### config.mk
export PLATFORM = sky130hd
export DESIGN_NAME = scm_divider
export DESIGN_NICKNAME = d
export VERILOG_FILES = /design/src/design/scm_pkg.sv /design/src/design/scm_divider.sv
export SDC_FILE = /design/constraint.sdc
export NUM_CORES = 1
export LEC_CHECK = 0
export BUFFER_PORTS_ARGS = -buffer_cell sky130_fd_sc_hd__buf_4
export CAP_MARGIN = 20
export CORE_MARGIN = 5
export CORE_UTILIZATION = 60
export CTS_CLUSTER_DIAMETER = 80
export CTS_CLUSTER_SIZE = 12
export DETAILED_ROUTE_END_ITERATION = 10
export GPL_TIMING_DRIVEN = 1
export PLACE_DENSITY = 0.87
export SLEW_MARGIN = 5
export SYNTH_ARGS = -nofsm -noshare
export SYNTH_HDL_FRONTEND = slang
export SYNTH_SLANG_ARGS = --single-unit
### constraint.sdc
create_clock -name clk_i -period 4.62 [get_ports clk_i]
set_clock_uncertainty 0.1 [all_clocks]
set_input_delay 0 -clock clk_i [delete_from_list [all_inputs] [get_ports clk_i]]
set_output_delay 0 -clock clk_i [all_outputs]
set_load 0.005 [all_outputs]
### src/design/scm_pkg.sv
// shared types, constants and the sine table function for the crossfade mixer
`timescale 1ns / 1ps

package scm_pkg;

  localparam int unsigned FADE_W           = 24;
  localparam int unsigned OFFSET_W         = 25;
  localparam int unsigned SAMPLE_W         = 16;
  localparam int unsigned GAIN_W           = 17;
  localparam int unsigned VOL_W            = 16;
  localparam int unsigned CFG_DATA_W       = 24;
  localparam int unsigned CFG_INDEX_W      = 2;
  localparam int unsigned CURVE_W          = 2;
  localparam int unsigned DIV_STEPS        = 16;
  localparam int unsigned GAIN_STAGES      = 3;
  localparam int unsigned FRAME_CH         = 2;
  localparam int unsigned MIX_CHANNELS     = 2;
  localparam int unsigned SINE_ENTRIES_DEF = 256;

  localparam logic [GAIN_W-1:0] T_ONE       = 17'h10000;
  localparam logic [VOL_W-1:0]  VOL_RESET   = 16'd16384;
  localparam logic [63:0]       HALF_PI_Q30 = 64'd1686629713;

  typedef enum logic [CFG_INDEX_W-1:0] {
    REG_FADE_LENGTH   = 2'd0,
    REG_CURVE_MODE    = 2'd1,
    REG_MASTER_VOLUME = 2'd2
  } reg_idx_e;

  typedef enum logic [CURVE_W-1:0] {
    CURVE_LINEAR   = 2'd0,
    CURVE_EQ_POWER = 2'd1,
    CURVE_SMOOTH   = 2'd2
  } curve_e;

  typedef logic signed [SAMPLE_W-1:0] sample_t;

  typedef struct packed {
    sample_t [FRAME_CH-1:0] outgoing;
    sample_t [FRAME_CH-1:0] incoming;
  } frame_t;

  // position class of a frame relative to the fade window
  typedef struct packed {
    logic bypass;
    logic t_zero;
    logic t_one;
  } fade_ctl_t;

  typedef struct packed {
    logic              bypass;
    logic [GAIN_W-1:0] t;
  } gain_req_t;

  // sin(x) with x in Q2.30, 9 taylor terms, result in Q1.16 capped at 1.0
  function automatic logic [GAIN_W-1:0] sine_q16(input logic [63:0] x);
    logic [63:0]        x2;
    logic [63:0]        term;
    logic signed [63:0] acc;
    logic [63:0]        r;
    x2   = (x * x) >> 30;
    term = x;
    acc  = signed'(x);
    for (int n = 1; n <= 8; n++) begin
      term = (term * x2) >> 30;
      case (n)
        1:       term = term / 64'd6;
        2:       term = term / 64'd20;
        3:       term = term / 64'd42;
        4:       term = term / 64'd72;
        5:       term = term / 64'd110;
        6:       term = term / 64'd156;
        7:       term = term / 64'd210;
        default: term = term / 64'd272;
      endcase
      if (n % 2 == 1) begin
        acc = acc - signed'(term);
      end else begin
        acc = acc + signed'(term);
      end
    end
    if (acc < 0) begin
      acc = '0;
    end
    r = (unsigned'(acc) + 64'd8192) >> 14;
    if (r > 64'(T_ONE)) begin
      r = 64'(T_ONE);
    end
    return r[GAIN_W-1:0];
  endfunction

endpackage

### src/design/scm_divider.sv
// pipelined restoring divider, one quotient bit per stage, for the fade position
`timescale 1ns / 1ps

module scm_divider import scm_pkg::*; #(
  parameter int unsigned Steps = DIV_STEPS
) (
  input  logic              clk_i,
  input  logic [Steps-1:0]  en_i,
  input  logic [FADE_W-1:0] num_i,
  input  logic [FADE_W-1:0] den_i,
  output logic [Steps-1:0]  quo_o
);

  logic [FADE_W-1:0] rem_q [Steps];
  logic [Steps-1:0]  quo_q [Steps];

  for (genvar j = 0; j < Steps; j++) begin : g_step
    logic [FADE_W-1:0] rem_prev;
    logic [Steps-1:0]  quo_prev;
    logic [FADE_W:0]   rem_shl;
    logic              take;

    if (j == 0) begin : g_first
      assign rem_prev = num_i;
      assign quo_prev = '0;
    end else begin : g_next
      assign rem_prev = rem_q[j-1];
      assign quo_prev = quo_q[j-1];
    end

    // remainder stays below the divisor, so the shifted value fits one extra bit
    assign rem_shl = {rem_prev, 1'b0};
    assign take    = rem_shl >= {1'b0, den_i};

    always_ff @(posedge clk_i) begin
      if (en_i[j]) begin
        rem_q[j] <= take ? FADE_W'(rem_shl - {1'b0, den_i}) : rem_shl[FADE_W-1:0];
        quo_q[j] <= {quo_prev[Steps-2:0], take};
      end
    end
  end

  assign quo_o = quo_q[Steps-1];

endmodule

# Yosys cells after proc, flatten, opt, wreduce, memory -nomap -nowiden
# Memory sizes are Yosys's and may differ from the RTL's.
# Cells that the tools add are included.
# totals
ff_bits,0
input_bits,65
memories,2
elab_cells,82
output_inout_bits,16
mem_bits_rw,640
# op_classes
mux,48
magnitude_cmp,16
n_addsub,16
# mem_list
name,words,word_bits,rd,rd_ports_with_merged_regs,wr,line_no,source
rem_q,16,24,15,0,16,scm_divider.sv:14,logic [FADE_W-1:0] rem_q [Steps];
quo_q,16,16,16,0,16,scm_divider.sv:15,logic [Steps-1:0] quo_q [Steps];
# op_table
op,n
$ge 25x24->1,16
$mux 24,16
$sub 24x24->24,16
$mux 1,32

# Longest topological paths before layout
# Gate-level depths: netlist (run 1).
# An unclocked memory read counts as a cell.
# logic_depth
word_depth,3
depth_mapped,15

# Worst setup path before layout (run 1)
# Ideal clock, no wire load.
# synth_path
kind,register to register
start,"mem rem_q[6][0], in the netlist rem_q[0][144]"
end,"mem rem_q[7][3], in the netlist rem_q[0][171], data pin"
setup_slack_ns,1.302
n_path_buf,1
required_time_ns,4.260
arrival_time_ns,2.958
period_less_slack_ns,3.318
path_stages_with_launch,12
setup_time_ns,0.260
path_cell_list,edfxtp_1 -> ha_1 -> nor2b_1 -> o31a_1 -> o41a_1 -> o21a_1 -> a221o_1 -> nor2b_1 -> a21o_1 -> a21oi_1 -> clkbuf_1 -> mux2_2
# synth_rtl
item,line_no
"start, declared",scm_divider.sv:14

==> impl_metrics.tcl, run 1 <==
set metrics [dict create \
    whs_ns 0.156 \
    layout_common_cells "496 x edfxtp_1, 383 x ha_1, 334 x a21oi_1" \
    max_slew_margin_pct 27.6 \
    rsz0062_at_grt "no" \
    ys_top_cells_by_area "edfxtp_1 41%, ha_1 13%, mux2_2 4.7%, a21oi_1 4.6%, xnor2_1 4.3%" \
    cts_tree "yes" \
    drv_cap 0 \
    yosysWarnings 0 \
    syn_inst 3513 \
    synth_top_cell_area_share_pct 41.2 \
    io_pins 81 \
    port_buffers 80 \
    h-tree-depth 2 \
    start_kind "register" \
    via_per_inst 6.37 \
    status "finished, final reports clean" \
    ys_seq_elements 496 \
    slew_viol_final 0 \
    gp_congestion 0.955 \
    setup_ws_ns 0.504 \
    drive_gt1_share_pct 10.7 \
    worstMarginPinSlew_ns 1.08 \
    fin_crit_sh_pct 89.1 \
    final_common_cell "edfxtp_1" \
    maxClockFrequency_mhz 243 \
    track_usage_pct 26.8 \
    arrival_ns 4.36 \
    grt_max_degree 44 \
    clkLatencyLatePin_ns 0.61 \
    synthFlopType "edfxtp_1" \
    cts_buffers 48 \
    grt_pass1_vias 27800 \
    drc 0 \
    firstDrtPassIters 6 \
    root_buffer "clkbuf_16" \
    die_y_um 255 \
    power.density_nw_per_um2 714 \
    tns_ns 0 \
    wl_per_cell_um 20.3 \
    hold_viol 0 \
    final-setup-viol-count 0 \
    synth_area_per_cell_um2 10.3 \
    dp_hpwl_mm 67.6 \
    cts_resized 0 \
    vias 28400 \
    ir_drop_v 0.000568 \
    worstPathRequired_ns 4.86 \
    clock_path_buffers 3 \
    area_delta_synth_final_pct 9.98 \
    synth_top_area_cell "edfxtp_1" \
    grt_pass1_wl_mm 143 \
    core-area_um2 60000 \
    synth_cell_types 83 \
    synth_edf_count 496 \
    clkSinkCount 496 \
    clk_pin_slew_worst_paths_ns 0.06 \
    fin_area_um2 39800 \
    seq_area_frac_synth_pct 41.2 \
    hp-class "primary input to register" \
    end_kind "register" \
    start_util_pct 60.2 \
    path_class "register to register" \
    syn_area_um2 36100 \
    ant_nets 0 \
    place_area_um2 38000 \
    die_w_um 255 \
    async_reset_ff_share_pct 0 \
    final_nets 4136 \
    antenna_found_initial 5 \
    leakagePower_uw 0.0160 \
    place_ws_ns 0.575 \
    wl_mm 90.6 \
    post-route-min-period_ns 4.12 \
    dieArea_um2 65200 \
    rows 90 \
    gr-total-overflow 0 \
    syn_nets 3976 \
    path_max_fanout 25 \
    first_iter_violations 2326 \
    diodes 0 \
]
==> per-stage QoR <==
stage          total power, uW  cells  utilization, %
4_1_cts                  28200   4461            66.2
2_1_floorplan            20800   3513               -
6_report                 28400   4462            66.2
3_5_place_dp             24400   4361            63.3
3_3_place_gp             23700   4360            63.2
5_1_grt                  30400   4462            66.2
==> layer usage <==
metal  up-vias  GRT usage, %  wire length [um]
li1      13600             -                 -
met1     13400          33.7             36500
met2      1166          46.1             43200
met3       298          3.86              5860
met4         6          12.1              4880
met5         -             0                33
==> what timing repair did <==
action                    CTS  global route
setup buffers               0             0
hold buffers               43             0
hold endpoints to repair  527             0
==> state kept, by name, indices dropped and copies added, names as in the netlist <==
name / count
rem_q: 360
quo_q: 136
==> critical path, stage by stage, from the launching register on <==
cell and delay, ns:
edfxtp_1 0.42, ha_1 0.37, nand3_1 0.13, o21bai_1 0.21
a41oi_1 0.27, o21ai_0 0.15, a21boi_1 0.21, o21a_1 0.25
a21boi_1 0.15, o41ai_1 0.31, a211o_1 0.86, mux2_2 0.42
==> path summary, 6_finish.rpt <==
kind | cells after the start | to | from | slack (ns)
worst min register to register | 0 | quo_q[1][38] | quo_q[1][21] | 0.31
worst max-delay path | 11 | rem_q[1][131] | rem_q[1][98] | 0.50
worst min-delay path | 3 | rem_q[0][15] | num_i[14] | 0.16
worst max register to register | 11 | rem_q[1][131] | rem_q[1][98] | 0.50
==> area by class of cell <==
| class | count | area (um^2) |
|---|---|---|
| Timing Repair Buffer | 196 | 1660 |
| Clock buffer | 48 | 1200 |
| Clock inverter | 9 | 129 |
| Fill cell | 4554 | 20300 |
| Sequential cell | 496 | 14900 |
| Multi-Input combinational cell | 2820 | 20500 |
| Tap cell | 782 | 978 |
| Inverter | 111 | 417 |
==> cells in the mapped netlist, types with 6 or more instances <==
cell type / count
edfxtp_1: 496
ha_1: 383
a21oi_1: 335
nand2_1: 276
o21ai_0: 270
nor2_1: 248
xnor2_1: 176
mux2_2: 151
a21o_1: 142
xor2_1: 119
inv_1: 110
nand3_1: 70
o21a_1: 57
clkbuf_1: 55
nor2b_1: 51
nor3_1: 50
nand4_1: 48
nand2b_1: 47
a31oi_1: 32
a211oi_1: 28
o21bai_1: 23
and3_1: 22
buf_2: 20
o31ai_1: 20
mux2_1: 17
o211ai_1: 16
o31a_1: 16
or3_1: 16
fa_1: 15
nor4_1: 13
o41ai_1: 13
and2_1: 11
o21ai_1: 10
a21boi_0: 8
a221o_1: 8
o22ai_1: 8
a221oi_1: 7
a31o_2: 7
mux2i_1: 7
o2111ai_1: 7
a211o_1: 6
and4_1: 6
nand3b_1: 6
==> power by group <==
group / switching (uW) / internal [uW] / leakage, uW
combinational: 8640 / 7230 / 0.0105
clock: 1690 / 1960 / 0.000648
sequential: 1090 / 7760 / 0.00485
==> logic make-up (layout without fill, tap and decap cells) <==
family,after synthesis,in the layout,share of synthesized area [%]
AOI/OAI and AO/OA,1067,1067,18.4
buffers and inverters,197,364,2.24
and+or+nand+nor,885,885,11.5
adders and majority gates,398,398,14.1
xor gates and xnor gates,295,295,7.15
DFF,496,496,41.2
muxes,175,175,5.43
No activity file was read; power rests on OpenSTA's default activity.
==> run 2: changes to the inputs <==
MAX_ROUTING_LAYER = met4   (was not set)
SLEW_MARGIN = 0   (was 5)
==> run 2 against run 1 <==
Against the previous run: flip-flop and latch count unchanged; first-iteration DRC count up 8.5%; critical endpoint is now rem_q[1][130]; largest power group unchanged; largest cell class unchanged; via count down 0.50%; fmax down 0.50%; clock power about the same.
==> impl_metrics.tcl, run 2 (synthesized netlist as in run 1, its figures left out) <==
set metrics [dict create \
    whs_ns 0.115 \
    wl_per_cell_um 20.4 \
    core-area_um2 60000 \
    reg2reg_from "rem_q[1][99]" \
    status "finished, final reports clean" \
    start_kind "register" \
    rows 90 \
    start_util_pct 60.2 \
    firstDrtPassIters 6 \
    top_regs "rem_q: 360 flops, quo_q: 136 flops" \
    root_buffer "clkbuf_16" \
    clkSinkCount 496 \
    switchingPower_uw 11500 \
    slowest_stage "a211o_1" \
    via_per_inst 6.31 \
    path_max_fanout 25 \
    final-setup-viol-count 0 \
    grt_pass1_vias 27600 \
    cts_setup_buffers 0 \
    area_delta_synth_final_pct 10.5 \
    wl_mm 91.4 \
    grt_pass1_wl_mm 145 \
    min_from "den_i[4]" \
    max_slew_margin_pct 32.8 \
    die_y_um 255 \
    rsz0062_at_grt "no" \
    cp_slowest_stage_delay_ns 0.85 \
    gp_congestion 0.948 \
    antenna_found_initial 3 \
    ir_drop_v 0.000397 \
    layout_common_cells "496 x edfxtp_1, 383 x ha_1, 334 x a21oi_1" \
    largest_register "rem_q" \
    clkPwrFrac_pct 12.8 \
    drive_gt1_share_pct 10.6 \
    maxClockFrequency_mhz 242 \
    grt_max_degree 44 \
    die_w_um 255 \
    seqPwrFrac_pct 31.1 \
    path_class "register to register" \
    slew_viol_final 0 \
    power.density_nw_per_um2 712 \
    vias 28300 \
    gr-total-overflow 0 \
    tns_ns 0 \
    h-tree-depth 2 \
    comb_power_share_pct 56.0 \
    cts_resized 0 \
    cts_buffers 48 \
    hp-class "primary input to register" \
    worstPathRequired_ns 4.88 \
    end_kind "register" \
    port_buffers 80 \
    drc 0 \
    track_usage_pct 27.8 \
    fin_area_um2 39900 \
    hold_viol 0 \
    final_common_cell "edfxtp_1" \
    cts_tree "yes" \
    dp_hpwl_mm 68.0 \
    largest_reg_flops 360 \
    drv_cap 0 \
    p_sw_share_pct 40.3 \
    cp_common_cell "a21boi_1" \
    fin_crit_sh_pct 89.5 \
    ant_nets 0 \
    clock_path_buffers 3 \
    worstMarginPinSlew_ns 1.01 \
    diodes 0 \
    arrival_ns 4.40 \
    power.internal_uw 17000 \
    final_nets 4154 \
    first_iter_violations 2524 \
    post-route-min-period_ns 4.14 \
    dieArea_um2 65200 \
    critical_path.cell_chain "ha_1, nand3_1, o21bai_1, a41oi_1, o21ai_0, a21boi_1, o21a_1, a21boi_1, o41ai_1, a211o_1, mux2_2" \
    clkLatencyLatePin_ns 0.61 \
    crit_start "rem_q[1][99]" \
    leakagePower_uw 0.0160 \
    clk_pin_slew_worst_paths_ns 0.07 \
    io_pins 81 \
    place_area_um2 38000 \
]
## run 2: cell types whose count changed in the layout (fill, tap and decap cells not counted)
| cell | change |
|---|---|
| clkinv_8 | -2 |
| buf_8 | -1 |
| clkinv_1 | +2 |
| clkinv_16 | +2 |
| bufinv_16 | -1 |
| inv_6 | +1 |
| buf_4 | +1 |
| clkinvlp_4 | -1 |
| buf_12 | +1 |
| dlygate4sd3_1 | +17 |
| clkinv_2 | -1 |
## run 2: final timing paths
check | endpoint | slack [ns] | cells after the start
min reg2reg | quo_q[0][113] | 0.31 | 0
min | rem_q[1][124] | 0.11 | 5
max | rem_q[1][130] | 0.48 | 11
max reg2reg | rem_q[1][130] | 0.48 | 11
## run 2: power by group through the flow
stage	registers, uW	clock network, uW	logic (uW)
after global routing	8960	3890	17700
after floorplan	8340	0	12400
after global placement	8880	0	15000
after CTS	8830	3710	15700
after detailed placement	8900	0	15500
final	8840	3650	15900
## run 2: layout make-up
class                   count  area, um^2
flip-flops and latches    496       14900
repair buffers            214        1840
clock buffers              48        1200
fillers                  4561       20100
well taps                 782         978
inverters                 111         417
clock inverters             9         130
multi-input cells        2820       20500
## run 2: per-stage QoR
step	util (%)	total power, uW	std cells	setup slack, ns
4_1_cts	66.5	28300	4480	0.503
3_3_place_gp	63.3	23900	4362	0.619
5_1_grt	66.5	30500	4480	0.207
3_5_place_dp	63.3	24400	4363	0.448
2_1_floorplan	-	20800	3513	1.30
6_report	66.5	28400	4480	0.484
## run 2: what timing repair did
item / CTS / global route
endpoints found under the hold margin: 527 / 0
endpoints found under the setup margin: 0 / 0
hold buffers: 60 / 0
## run 2: per-layer routing
metal | routed length (um) | vias up | global-route usage (%)
li1 | - | 13600 | -
met1 | 37200 | 13400 | 34.3
met2 | 44200 | 1016 | 46.9
met3 | 5410 | 273 | 3.34
met4 | 4570 | 0 | 11.7
met5 | 0 | - | -
## run 2: critical path: cells and delay by family (launching register included)
family | cells | cell delay (ns)
mux | 1 | 0.42
flops | 1 | 0.40
simple gates | 1 | 0.13
fa+ha+maj | 1 | 0.37
compound gates | 8 | 2.44
